### src/arlp_pkg.sv
// Shared constants and prefix tables for the rangefinder line parser.
`default_nettype none

package arlp_pkg;

  localparam int LINE_BYTES = 32;
  localparam int LC_W       = $clog2(LINE_BYTES + 1);

  localparam int BYTE_W  = 8;
  localparam int ACC_W   = 33;
  localparam int PROD_W  = ACC_W + 4;
  localparam int QUOT_W  = 28;
  localparam int DIST_W  = 29;

  localparam logic [ACC_W-1:0]  ACC_CAP = 33'h1_0000_0000;

  localparam logic [BYTE_W-1:0] LF_BYTE    = 8'h0A;
  localparam logic [BYTE_W-1:0] PLUS_BYTE  = 8'h2B;
  localparam logic [BYTE_W-1:0] MINUS_BYTE = 8'h2D;

  localparam int STATE_LEN = 6;
  localparam int DATA_LEN  = 2;

  localparam logic signed [DIST_W-1:0] CM_OUT_OF_RANGE = -29'sd1;
  localparam logic signed [DIST_W-1:0] CM_NO_NEW       = -29'sd2;

  // "State;"
  function automatic logic [BYTE_W-1:0] state_char(input logic [2:0] idx);
    logic [BYTE_W-1:0] c;
    unique case (idx)
      3'd0:    c = 8'h53;
      3'd1:    c = 8'h74;
      3'd2:    c = 8'h61;
      3'd3:    c = 8'h74;
      3'd4:    c = 8'h65;
      3'd5:    c = 8'h3B;
      default: c = 8'h00;
    endcase
    return c;
  endfunction

  // "d:"
  function automatic logic [BYTE_W-1:0] data_char(input logic idx);
    return idx ? 8'h3A : 8'h64;
  endfunction

endpackage

`default_nettype wire

### src/ascii_range_line_parser_top.sv
// Rangefinder text line parser: byte-wise prefix match, decimal decode and stage machine.
// A read request's distance is registered at its transfer and is valid in the next cycle.
// Throughput: one item per cycle unless a held result stalls; serial bytes and reads
// share the single input path. A pending result is held in the output register and the
// next item is still taken when out_ready is high in the same cycle.
// Reset (synchronous, rst high): first stage, empty line, published value -1.
`default_nettype none

module ascii_range_line_parser_top import arlp_pkg::*; (
  input  wire logic                     clk,
  input  wire logic                     rst,
  input  wire logic                     in_valid,
  output logic                          in_ready,
  input  wire logic                     kind,
  input  wire logic [BYTE_W-1:0]        rx_byte,
  output logic                          out_valid,
  input  wire logic                     out_ready,
  output logic signed [DIST_W-1:0]      distance_cm
);

  typedef enum logic [1:0] {
    ST_WAIT_ZERO  = 2'd0,
    ST_WAIT_DATA  = 2'd1,
    ST_WAIT_CLOSE = 2'd2
  } stage_t;

  typedef enum logic [1:0] {
    LK_START = 2'd0,
    LK_STATE = 2'd1,
    LK_DATA  = 2'd2,
    LK_FAIL  = 2'd3
  } line_kind_t;

  typedef enum logic [1:0] {
    SUB_PFX   = 2'd0,
    SUB_BLANK = 2'd1,
    SUB_DIG   = 2'd2,
    SUB_DONE  = 2'd3
  } sub_t;

  stage_t                    stage, stage_next;
  logic [LC_W-1:0]           line_count, line_count_next;
  line_kind_t                line_kind, line_kind_next;
  sub_t                      sub, sub_next;
  logic                      negative_flag, negative_flag_next;
  logic [ACC_W-1:0]          number_accum, number_accum_next;
  logic [QUOT_W-1:0]         number_quot, number_quot_next;
  logic [QUOT_W-1:0]         pending_cm, pending_cm_next;
  logic signed [DIST_W-1:0]  published_cm, published_cm_next;

  logic                      take;
  logic                      wrap;
  logic [LC_W-1:0]           lc_eff;
  line_kind_t                lk_eff;
  sub_t                      sub_eff;
  logic                      neg_eff;
  logic [ACC_W-1:0]          acc_eff;
  logic [QUOT_W-1:0]         quot_eff;
  logic                      is_digit;
  logic                      is_blank;
  logic                      pfx_hit;
  logic                      pfx_last;
  logic [PROD_W-1:0]         prod;
  logic [ACC_W-1:0]          acc_added;
  logic                      is_state_line;
  logic                      is_data_line;
  logic                      state_zero;
  logic                      data_ok;

  assign in_ready = !out_valid || out_ready;
  assign take     = in_valid && in_ready;

  assign wrap     = line_count >= LC_W'(LINE_BYTES);
  assign lc_eff   = wrap ? '0 : line_count;
  assign lk_eff   = wrap ? LK_START : line_kind;
  assign sub_eff  = wrap ? SUB_PFX : sub;
  assign neg_eff  = wrap ? 1'b0 : negative_flag;
  assign acc_eff  = wrap ? '0 : number_accum;
  assign quot_eff = wrap ? '0 : number_quot;

  assign is_digit = (rx_byte >= 8'h30) && (rx_byte <= 8'h39);
  assign is_blank = (rx_byte == 8'h20) || (rx_byte == 8'h09) || (rx_byte == 8'h0B) ||
                    (rx_byte == 8'h0C) || (rx_byte == 8'h0D);

  always_comb begin
    pfx_hit  = 1'b0;
    pfx_last = 1'b0;
    if (lk_eff == LK_DATA) begin
      if (lc_eff < LC_W'(DATA_LEN)) begin
        pfx_hit = rx_byte == data_char(lc_eff[0]);
      end
      pfx_last = lc_eff == LC_W'(DATA_LEN - 1);
    end else begin
      if (lc_eff < LC_W'(STATE_LEN)) begin
        pfx_hit = rx_byte == state_char(lc_eff[2:0]);
      end
      pfx_last = lc_eff == LC_W'(STATE_LEN - 1);
    end
  end

  // acc * 10 + digit, saturating at 2^32
  assign prod = {1'b0, acc_eff, 3'b000} + {3'b000, acc_eff, 1'b0} + PROD_W'(rx_byte[3:0]);
  assign acc_added = (prod > PROD_W'(ACC_CAP)) ? ACC_CAP : prod[ACC_W-1:0];

  assign is_state_line = (lk_eff == LK_STATE) && (sub_eff != SUB_PFX);
  assign is_data_line  = (lk_eff == LK_DATA) && (sub_eff != SUB_PFX);
  assign state_zero    = is_state_line && (acc_eff == '0);
  assign data_ok       = is_data_line && (acc_eff[ACC_W-1:ACC_W-2] == 2'b00) &&
                         !(neg_eff && (acc_eff != '0));

  always_comb begin
    stage_next         = stage;
    line_count_next    = line_count;
    line_kind_next     = line_kind;
    sub_next           = sub;
    negative_flag_next = negative_flag;
    number_accum_next  = number_accum;
    number_quot_next   = number_quot;
    pending_cm_next    = pending_cm;
    published_cm_next  = published_cm;

    if (take) begin
      if (kind) begin
        published_cm_next = CM_NO_NEW;
      end else if (rx_byte == LF_BYTE) begin
        unique case (stage)
          ST_WAIT_ZERO: begin
            if (state_zero) stage_next = ST_WAIT_DATA;
          end
          ST_WAIT_DATA: begin
            if (data_ok) begin
              // quotient by ten is the value before its last digit
              pending_cm_next = quot_eff;
              stage_next      = ST_WAIT_CLOSE;
            end else begin
              stage_next = ST_WAIT_ZERO;
            end
          end
          ST_WAIT_CLOSE: begin
            if (state_zero) begin
              published_cm_next = DIST_W'(pending_cm);
              stage_next        = ST_WAIT_DATA;
            end else begin
              stage_next = ST_WAIT_ZERO;
            end
          end
          default: stage_next = ST_WAIT_ZERO;
        endcase
        line_count_next    = '0;
        line_kind_next     = LK_START;
        sub_next           = SUB_PFX;
        negative_flag_next = 1'b0;
        number_accum_next  = '0;
        number_quot_next   = '0;
      end else begin
        line_count_next    = lc_eff + LC_W'(1);
        line_kind_next     = lk_eff;
        sub_next           = sub_eff;
        negative_flag_next = neg_eff;
        number_accum_next  = acc_eff;
        number_quot_next   = quot_eff;
        unique case (lk_eff)
          LK_START: begin
            if (rx_byte == state_char(3'd0)) begin
              line_kind_next = LK_STATE;
            end else if (rx_byte == data_char(1'b0)) begin
              line_kind_next = LK_DATA;
            end else begin
              line_kind_next = LK_FAIL;
            end
            sub_next = SUB_PFX;
          end
          LK_STATE, LK_DATA: begin
            unique case (sub_eff)
              SUB_PFX: begin
                if (!pfx_hit) begin
                  line_kind_next = LK_FAIL;
                end else if (pfx_last) begin
                  sub_next = SUB_BLANK;
                end
              end
              SUB_BLANK: begin
                priority if (is_blank) begin
                  sub_next = SUB_BLANK;
                end else if (rx_byte == PLUS_BYTE) begin
                  sub_next = SUB_DIG;
                end else if (rx_byte == MINUS_BYTE) begin
                  negative_flag_next = 1'b1;
                  sub_next           = SUB_DIG;
                end else if (is_digit) begin
                  number_quot_next  = acc_eff[QUOT_W-1:0];
                  number_accum_next = acc_added;
                  sub_next          = SUB_DIG;
                end else begin
                  sub_next = SUB_DONE;
                end
              end
              SUB_DIG: begin
                if (is_digit) begin
                  number_quot_next  = acc_eff[QUOT_W-1:0];
                  number_accum_next = acc_added;
                end else begin
                  sub_next = SUB_DONE;
                end
              end
              SUB_DONE: sub_next = SUB_DONE;
            endcase
          end
          LK_FAIL: line_kind_next = LK_FAIL;
        endcase
      end
    end
  end

  always_ff @(posedge clk) begin
    if (rst) begin
      stage         <= ST_WAIT_ZERO;
      line_count    <= '0;
      line_kind     <= LK_START;
      sub           <= SUB_PFX;
      negative_flag <= 1'b0;
      number_accum  <= '0;
      number_quot   <= '0;
      pending_cm    <= '0;
      published_cm  <= CM_OUT_OF_RANGE;
      out_valid     <= 1'b0;
    end else begin
      stage         <= stage_next;
      line_count    <= line_count_next;
      line_kind     <= line_kind_next;
      sub           <= sub_next;
      negative_flag <= negative_flag_next;
      number_accum  <= number_accum_next;
      number_quot   <= number_quot_next;
      pending_cm    <= pending_cm_next;
      published_cm  <= published_cm_next;
      if (take && kind) begin
        out_valid <= 1'b1;
      end else if (out_ready) begin
        out_valid <= 1'b0;
      end
    end
  end

  always_ff @(posedge clk) begin
    if (take && kind) begin
      distance_cm <= published_cm;
    end
  end

endmodule

`default_nettype wire

### config.mk
export PLATFORM = sky130hd
export DESIGN_NAME = ascii_range_line_parser_top
export DESIGN_NICKNAME = d
export VERILOG_FILES = /design/src/arlp_pkg.sv /design/src/ascii_range_line_parser_top.sv
export SDC_FILE = /design/constraint.sdc
export NUM_CORES = 1
export LEC_CHECK = 0
export ABC_AREA = 1
export BUFFER_PORTS_ARGS = -buffer_cell sky130_fd_sc_hd__buf_4
export CORE_AREA = 3 3 191 193
export CTS_CLUSTER_DIAMETER = 100
export DETAILED_ROUTE_END_ITERATION = 12
export DIE_AREA = 0 0 194 196
export PLACE_DENSITY = 0.47
export SLEW_MARGIN = 5
export SYNTH_ARGS = -nofsm -noshare
export SYNTH_HDL_FRONTEND = slang
export SYNTH_SLANG_ARGS = --single-unit
### constraint.sdc
create_clock -name clk -period 4.8 [get_ports clk]
set_clock_uncertainty 0.15 [all_clocks]
set_input_delay 0.96 -clock clk [delete_from_list [all_inputs] [get_ports clk]]
set_output_delay 0.96 -clock clk [all_outputs]
set_load 0.005 [all_outputs]
# Yosys cells after proc, flatten, opt, wreduce, memory -nomap -nowiden
# Cells that the tools add are included.
[word_totals] ff_bits=161 out_inout_bits=31
[classes] add_sub_neg=3 n_lt_le_gt_ge=6 n_eq_ne=28 n_mux=62 bitwise=1 n_reduce_logical=34
[op_table] operator="two-way mux 33 bit" n=8
[op_table] operator="two-way mux 28 bit" n=7
[op_table] operator="two-way mux 29 bit" n=4
[op_table] operator="one-hot mux 33 bit (2 select lines)" n=1
[op_table] operator="one-hot mux 28 bit (2 select lines)" n=1
[op_table] operator="== test 8 x 4 -> 1 bit, second input constant" n=5
[op_table] operator="adder 36 x 34 -> 37 bit" n=1
[op_table] operator="adder 37 x 4 -> 37 bit" n=1
[op_table] operator="greater-than comparator 37 x 33 -> 1 bit, second input constant" n=1
[op_table] operator="one-hot mux 7 bit (5 select lines)" n=1
[op_table] operator="zero test 33 bit" n=1
[op_table] operator="nonzero test 33 bit" n=1
[op_table] operator="two-way mux 2 bit" n=13
[op_table] operator="== test 8 x 6 -> 1 bit, second input constant" n=3
[op_table] operator="two-way mux 1 bit" n=18
[op_table] operator="== test 8 x 7 -> 1 bit, second input constant" n=2
[op_table] operator="two-way mux 8 bit" n=2
[op_table] operator="two-way mux 6 bit" n=2
[op_table] operator="one-hot mux 2 bit (3 select lines)" n=2
[op_table] operator="== test 2 bit, second input constant" n=5
[op_table] operator="nonzero test 2 bit" n=5
[op_table] operator="logical AND 1 bit" n=9
[op_table] operator="== test 8 x 7 -> 1 bit" n=1
[op_table] operator="== test 8 bit" n=1
[op_table] operator="25 further kinds" n=39

# Logic depth before layout (Yosys ltp)
# Gate-level depths: netlist of the first run.
[depth] depth_word=14 depth_mapped=29 mapped_depth_nobuf=26

# Worst setup path after synthesis of the first run
# Ideal clock, no wire load.
[synth_path] path_type="input-to-reg" startpoint="input port rx_byte[3]" endpoint="register number_accum[5]" setup_time_ns=0.070 arrival_time_ns=3.448 path_slack_ns=1.131 cell_stages=24 path_buffers=1 path_cell_list="fa_1 fa_1 nand2_1 nand2_1 nand3_1 nand2_1 nand2_1 nand2_1 nand2_1 nand2_1 nand2_1 nand2_1 nand2_1 nand2_1 nor2_1 nand2_2 buf_6 nor2_1 nand2_1 nand2_1 nand2_1 nand2_1 nand2_1 a21oi_1"
[synth_via] elab_chain_cells=10 word_cells_on_any_way=25 cone_classes="1 x add/sub; 3 x order compare; 8 x eq/ne; 8 x mux; 5 x reduce/logical"
[synth_lines] element="from (decl)" line="ascii_range_line_parser_top.sv:15" source="input wire logic [BYTE_W-1:0] rx_byte,"
[synth_lines] element="adder 37 x 4 -> 37 bit" line="ascii_range_line_parser_top.sv:102" source="assign prod = {1'b0, acc_eff, 3'b000} + {3'b000, acc_eff, 1'b0} + PROD_W'(rx_byte[3:0]);"
[synth_lines] element="greater-than comparator 37 x 33 -> 1 bit" line="ascii_range_line_parser_top.sv:103" source="assign acc_added = (prod > PROD_W'(ACC_CAP)) ? ACC_CAP : prod[ACC_W-1:0];"
[synth_lines] element="two-way mux 33 bit" line="ascii_range_line_parser_top.sv:103"
[synth_lines] element="two-way mux 33 bit" line="ascii_range_line_parser_top.sv:190, ascii_range_line_parser_top.sv:199"
[synth_lines] element="two-way mux 33 bit" line="ascii_range_line_parser_top.sv:187" source="end else if (rx_byte == MINUS_BYTE) begin"
[synth_lines] element="two-way mux 33 bit" line="ascii_range_line_parser_top.sv:185" source="end else if (rx_byte == PLUS_BYTE) begin"
[synth_lines] element="two-way mux 33 bit" line="ascii_range_line_parser_top.sv:183" source="priority if (is_blank) begin"
[synth_lines] element="one-hot mux 33 bit (2 select lines)" line="ascii_range_line_parser_top.sv:174" source="unique case (sub_eff)"
[synth_lines] element="two-way mux 33 bit" line="ascii_range_line_parser_top.sv:162" source="unique case (lk_eff)"
[synth_lines] element="two-way mux 33 bit (*)" line="ascii_range_line_parser_top.sv:125" source="end else if (rx_byte == LF_BYTE) begin"
[synth_lines] element="to (signal assigned)" line="ascii_range_line_parser_top.sv:233" source="number_accum <= number_accum_next;"
[synth_lines] element="to (decl)" line="ascii_range_line_parser_top.sv:46" source="logic [ACC_W-1:0] number_accum, number_accum_next;"
# Every way passes the cells marked *; elsewhere a longest branch is shown, timed or not.
# A chain may end at the register's enable or synchronous reset.

# Final worst setup path of the first run
[layout_path] startpoint="register line_count[5]" endpoint="register number_accum[15]"
[layout_via] elab_chain_cells=13 word_cells_on_any_way=20 cone_classes="2 x add/sub; 2 x order compare; 4 x eq/ne; 11 x mux; 1 x reduce/logical"
[layout_lines] element="from (decl)" line="ascii_range_line_parser_top.sv:42" source="logic [LC_W-1:0] line_count, line_count_next;"
[layout_lines] element="from (signal assigned)" line="ascii_range_line_parser_top.sv:229" source="line_count <= line_count_next;"
[layout_lines] element=">= comparator 6 bit (*)" line="ascii_range_line_parser_top.sv:73" source="assign wrap = line_count >= LC_W'(LINE_BYTES);"
[layout_lines] element="two-way mux 33 bit" line="ascii_range_line_parser_top.sv:78" source="assign acc_eff = wrap ? '0 : number_accum;"
[layout_lines] element="adder 36 x 34 -> 37 bit" line="ascii_range_line_parser_top.sv:102"
[layout_lines] element="adder 37 x 4 -> 37 bit" line="ascii_range_line_parser_top.sv:102"
[layout_lines] element="greater-than comparator 37 x 33 -> 1 bit" line="ascii_range_line_parser_top.sv:103"
[layout_lines] element="two-way mux 33 bit" line="ascii_range_line_parser_top.sv:103"
[layout_lines] element="two-way mux 33 bit" line="ascii_range_line_parser_top.sv:190, ascii_range_line_parser_top.sv:199"
[layout_lines] element="two-way mux 33 bit" line="ascii_range_line_parser_top.sv:187"
[layout_lines] element="two-way mux 33 bit" line="ascii_range_line_parser_top.sv:185"
[layout_lines] element="two-way mux 33 bit" line="ascii_range_line_parser_top.sv:183"
[layout_lines] element="one-hot mux 33 bit (2 select lines)" line="ascii_range_line_parser_top.sv:174"
[layout_lines] element="two-way mux 33 bit (*)" line="ascii_range_line_parser_top.sv:162"
[layout_lines] element="two-way mux 33 bit (*)" line="ascii_range_line_parser_top.sv:125"
# Marks and branches as above.

==> flow_summary.toml, run 1 <==
[clocking]
worstSkewPairLatency_ps = 440
cts_sinks = 161
cts_buffers = 17
cts_setup_buffers = 0
path_clk_slew_ps = 70
clockBufferDepth = 2
cts_tree = "done"
htreeDepth = 4
clockRootBuffer = "clkbuf_16"

[logic_synthesis]
synth.avg_cell_area_sq_um = 6.296
synthFlopType = "dfxtp_1"
synth_top_family_by_area = "simple AND/OR/NAND/NOR gates"
postSynth.asyncResetShare_pct = 0
ys_seq_area_share_pct = 28.89
yosysTopAreaCellShare_pct = 22.03
synthCells = 1932
synth_xor_area_share_pct = 1.152
synthAdderAreaFrac_pct = 8.456
synth_mux_area_share_pct = 0
yosysTopAreaCell = "nand2_1"
syn-num-nets = 2026
synthSimpleGateAreaFrac_pct = 33.54
ys_ff_latch = 161
yosys_warnings = 0
synth_area_leaders = "nand2_1 (22%), dfxtp_1 (22%), ha_1 (8.1%)"
synth_edf_count = 29
ys_types = 48
synth-compound-area-share_pct = 16.79
synth.cell_area_sq_um = 12160

[critical_path]
r2r_cells = 26
worstReg2RegStart = "line_count[5]"
critPathArrivalTime_ps = 4690
crit_slowest_cell = "ha_1"
startpoint = "line_count[5]"
crit_cells = 26
cpLargestDelayFamily = "simple AND/OR/NAND/NOR gates"
cpMostUsedCell = "nand2_1"
reg2reg_to = "number_accum[15]"
cp-start-kind = "flop"
crit_type = "reg2reg"
worstPathMaxFanout = 32
slowest_delay_ps = 370
required_ps = 5010
endpoint = "number_accum[15]"
cp-end-kind = "flop"
r2r_slack_ps = 330
path_buf_inv = 4

[cells_and_area]
drive_gt1_share_pct = 9.551
fillers = 3815
final_cells = 2413
synthToLayoutAreaGrowth_pct = 11.75
antenna_cells = 0
register_area_sq_um = 3513
mostFrequentLayoutCells = "nand2_1 (713), inv_1 (225), a21oi_1 (179)"
layout_commonest_cell = "nand2_1"
multiInputGateArea_sq_um = 7305
nNetsFinal = 2039

[sta]
relSlewSlack_pct = 41.23
rsz0062_at_grt = "false"
slew_viol_final = 0
final_hold_viol_count = 0
post-route-period-util_pct = 93.22
setup_tns_ps = 0
fin_crit_ps = 4475
setup_viol = 0
hold_slack_ps = 281.9
fmax_ghz = 0.2235
tightest_slew_ps = 881.6

[route]
drc = 0
ant_nets = 0
vias_per_cell = 5.094
wl_per_cell_microns = 16.28
dr.pass1.iters = 5
first_iter_violations = 903
num_vias = 12291
drt_wl_total_mm = 39.29

[placed_design]
portBuffers = 43
place_inst = 2381
dpl.hpwl_mm = 28.72
gp_congestion = 0.9057

[status]
status = "completed"

[hold_path]
hold_path_class = "reg2reg"
min_path_cells = 0

[floorplan]
start_util_pct = 35.04
core_sq_um = 34710
chipWidth_microns = 194
floorplan.die_area_sq_um = 38020
die_y_microns = 196
pin_count = 44
rows = 68

[global_route]
grt_overflow = 0
grt_pass1_vias = 11358
grt_usage_pct = 20.39
antenna_found_initial = 0
grt_pass1_wl_mm = 62.80
grt_max_degree = 71

[flow_run]
maxCapViolCount = 0

[power_and_ir_drop]
powerDensity_nw_per_um2 = 220.3
vdd_ir_drop_max_mv = 0.2430
finalPower_w = 0.002994
power.leakage_nw = 6.210
==> state kept, by name, indices dropped and copies added, names as in the netlist <==
name	cells
number_accum	33
pending_cm	28
number_quot	28
stage	2
published_cm	29
negative_flag	1
line_kind	2
sub	2
distance_cm	29
out_valid	1
line_count	6
==> worst reg2reg max path, cell delays in order (launching register included) <==
cell and delay [ps]:
dfxtp_1 310, inv_2 200, buf_12 240, nand2_1 160, inv_1 310, ha_1 310
ha_1 370, nand2_1 150, nor2_1 240, and2_1 160, nand2_1 80, nand2_1 200
nand2_1 100, nand3_1 80, nand2_1 160, nor2_1 140, nand2_1 70, nor2_1 80
nand2_1 60, nand2_2 60, buf_6 260, nand2_1 140, nand2_1 90, nand2_1 50
nand2_1 50, nand2_1 50, a21oi_1 110
==> where the power goes <==
group          internal [W]  switching [W]  leakage (nW)
Clock              0.000816       0.000629         0.303
Combinational     0.0000443       0.000125          4.66
Sequential          0.00138     0.00000237          1.25
==> cells in the mapped netlist (20+ instances only) <==
cell and n:
dfxtp_1 132, o22ai_1 37, a21oi_1 180, nor2_1 148
clkbuf_1 67, ha_1 79, nor3_1 20, nand2_1 714
nand3_1 86, inv_1 225, a31oi_1 36, o21ai_0 31
o22ai_2 20, edfxtp_1 29
==> stage by stage <==
stage | cell area (sq um) | utilization, % | setup slack, ps
after floorplan | 12160 | - | 1131
after global placement | 12970 | 37.36 | 283.6
after detailed placement | 12970 | 37.36 | 234.1
after CTS | 13590 | 39.14 | 258.3
after global routing | 13590 | 39.15 | 7.220
final | 13590 | 39.15 | 325.3
==> per-layer routing <==
layer / wire [microns] / track usage, % / share of wire, %
met1: 18850 / 28.57 / 48
met2: 17590 / 32.85 / 45
met3: 1925 / 2.559 / 4.9
met4: 924 / 6.330 / 2.4
met5: 0 / 0 / 0
==> what timing repair did <==
action	CTS	global route
resized for setup	0	1
setup endpoints to repair	0	29
hold buffers	0	0
==> kinds of logic (layout without fill, tap and decap cells) <==
family,count (synthesis),in the layout
AND/OR/NAND/NOR,1011,1011
XOR/XNOR,16,16
buffers and inverters,330,356
flip-flops,161,161
AO/OA/AOI/OAI,333,333
adder cells (fa/ha/maj),81,81
==> area by class of cell <==
type | count | area share, %
inverter | 237 | 6.554
multi-input combinational | 1441 | 53.74
clock inverter | 13 | 1.224
tap | 455 | 4.189
sequential | 161 | 25.85
timing repair buffer | 87 | 5.109
clock buffer | 19 | 3.332
==> how the worst min path moves through the flow <==
stage | end | from
after global routing | distance_cm[5] | published_cm[5]
after floorplan | distance_cm[0] | published_cm[0]
final | distance_cm[3] | published_cm[3]
after CTS | distance_cm[28] | published_cm[28]
after detailed placement | distance_cm[28] | published_cm[28]
after global placement | distance_cm[28] | published_cm[28]
No activity file was read; power rests on OpenSTA's default activity.
==> run 2, diff against run 1 <==
- CTS_BUF_LIST: not set -> sky130_fd_sc_hd__clkbuf_8
==> flow_summary.toml, run 2 (same netlist as run 1, synthesis figures left out) <==
[critical_path]
crit_slowest_cell = "ha_1"
slowest_delay_ps = 370
required_ps = 5050
worstPathMaxFanout = 32
cp-start-kind = "flop"
path_buf_inv = 4
cpLargestDelayFamily = "simple AND/OR/NAND/NOR gates"
r2r_slack_ps = 330
critPathArrivalTime_ps = 4720
cp-end-kind = "flop"
cpMostUsedCell = "nand2_1"
crit_type = "reg2reg"

[cells_and_area]
synthToLayoutAreaGrowth_pct = 10.17
top_regs = "number_accum x33, distance_cm x29, published_cm x29"
final_cells = 2413
nNetsFinal = 2039
mostFrequentLayoutCells = "nand2_1 (713), inv_1 (225), a21oi_1 (179)"
antenna_cells = 0
fillers = 3832
largest_reg_flops = 33
top_register = "number_accum"
drive_gt1_share_pct = 9.551
layout_commonest_cell = "nand2_1"

[floorplan]
core_sq_um = 34710
pin_count = 44
chipWidth_microns = 194
start_util_pct = 35.04
floorplan.die_area_sq_um = 38020
rows = 68
die_y_microns = 196

[route]
num_vias = 12243
vias_per_cell = 5.074
drc = 0
drt_wl_total_mm = 39.19
ant_nets = 0
first_iter_violations = 918
wl_per_cell_microns = 16.24
dr.pass1.iters = 5

[sta]
setup_tns_ps = 0
slew_viol_final = 0
final_hold_viol_count = 0
hold_slack_ps = 287.5
fmax_ghz = 0.2239
relSlewSlack_pct = 39.92
setup_viol = 0
fin_crit_ps = 4465
rsz0062_at_grt = "false"
tightest_slew_ps = 901.3
post-route-period-util_pct = 93.03

[clocking]
cts_tree = "done"
clockRootBuffer = "clkbuf_8"
path_clk_slew_ps = 90
cts_buffers = 17
cts_sinks = 161
cts_setup_buffers = 0
worstSkewPairLatency_ps = 490
htreeDepth = 4
clockBufferDepth = 2

[placed_design]
dpl.hpwl_mm = 28.72
place_inst = 2381
portBuffers = 43
gp_congestion = 0.9057

[hold_path]
hold_path_class = "reg2reg"

[power_and_ir_drop]
powerDensity_nw_per_um2 = 197.2
power.leakage_nw = 6.122
vdd_ir_drop_max_mv = 0.1753

[global_route]
grt_usage_pct = 20.27
grt_pass1_vias = 11352
antenna_found_initial = 0
grt_overflow = 0
grt_max_degree = 71
grt_pass1_wl_mm = 62.66

[flow_run]
maxCapViolCount = 0

[status]
status = "completed"
[run 2: cell count changes in the layout (fill, tap and decap cells not counted)]
cell       delta
clkbuf_16    -17
clkbuf_8     +17
[run 2: path summary, 6_finish.rpt]
kind | startpoint | endpoint | depth (start not counted)
worst min-delay path | published_cm[3] | distance_cm[3] | 0
worst min register to register | published_cm[3] | distance_cm[3] | 0
worst max-delay path | line_count[5] | number_accum[15] | 26
worst max register to register | line_count[5] | number_accum[15] | 26
[run 2: report_power, final]
| group | leakage, nW | internal (W) | total [W] | switching (W) |
|---|---|---|---|---|
| Clock | 0.216 | 0.000511 | 0.00109 | 0.000582 |
| Combinational | 4.66 | 0.0000443 | 0.000170 | 0.000126 |
| Sequential | 1.25 | 0.00138 | 0.00138 | 0.00000237 |
[run 2: worst register-to-register path, cell delays in order, from the launching register on]
cell     delay (ps)
dfxtp_1         320
inv_2           200
buf_12          240
nand2_1         150
inv_1           310
ha_1            310
ha_1            370
nand2_1         150
nor2_1          240
and2_1          160
nand2_1          80
nand2_1         200
nand2_1         100
nand3_1          80
nand2_1         170
nor2_1          140
nand2_1          70
nor2_1           80
nand2_1          60
nand2_2          60
buf_6           270
nand2_1         140
nand2_1          80
nand2_1          50
nand2_1          50
nand2_1          50
a21oi_1         110
[run 2: stage by stage]
step / total power [W] / worst slack (ps) / cell area [sq um] / utilization [%]
after CTS: 0.002683 / 257.3 / 13400 / 38.59
after floorplan: 0.001523 / 1131 / 12160 / -
after detailed placement: 0.001582 / 234.1 / 12970 / 37.36
after global routing: 0.002747 / 3.445 / 13400 / 38.60
final: 0.002643 / 334.6 / 13400 / 38.60
after global placement: 0.001582 / 283.6 / 12970 / 37.36
[run 2: layout make-up]
class / count / area [sq um] / share of cell area [%]
repair buffers: 87 / 694.4 / 5.182
clock buffers: 19 / 261.5 / 1.951
clock inverters: 13 / 166.4 / 1.242
inverters: 237 / 890.9 / 6.648
well taps: 455 / 569.3 / 4.248
multi-input cells: 1441 / 7305 / 54.51
flip-flops and latches: 161 / 3513 / 26.22
[run 2: layer usage]
metal | track usage (%) | vias to the layer above | routed length [microns]
li1 | - | 6260 | -
met1 | 28.49 | 5638 | 19100
met2 | 32.52 | 298 | 17350
met3 | 2.542 | 47 | 1747
met4 | 6.303 | 0 | 988
met5 | 0 | - | 0
[run 2: what timing repair did]
item                                    CTS  global route
hold buffers                              0             0
endpoints found under the setup margin    0            29
gates resized for setup                   0             1
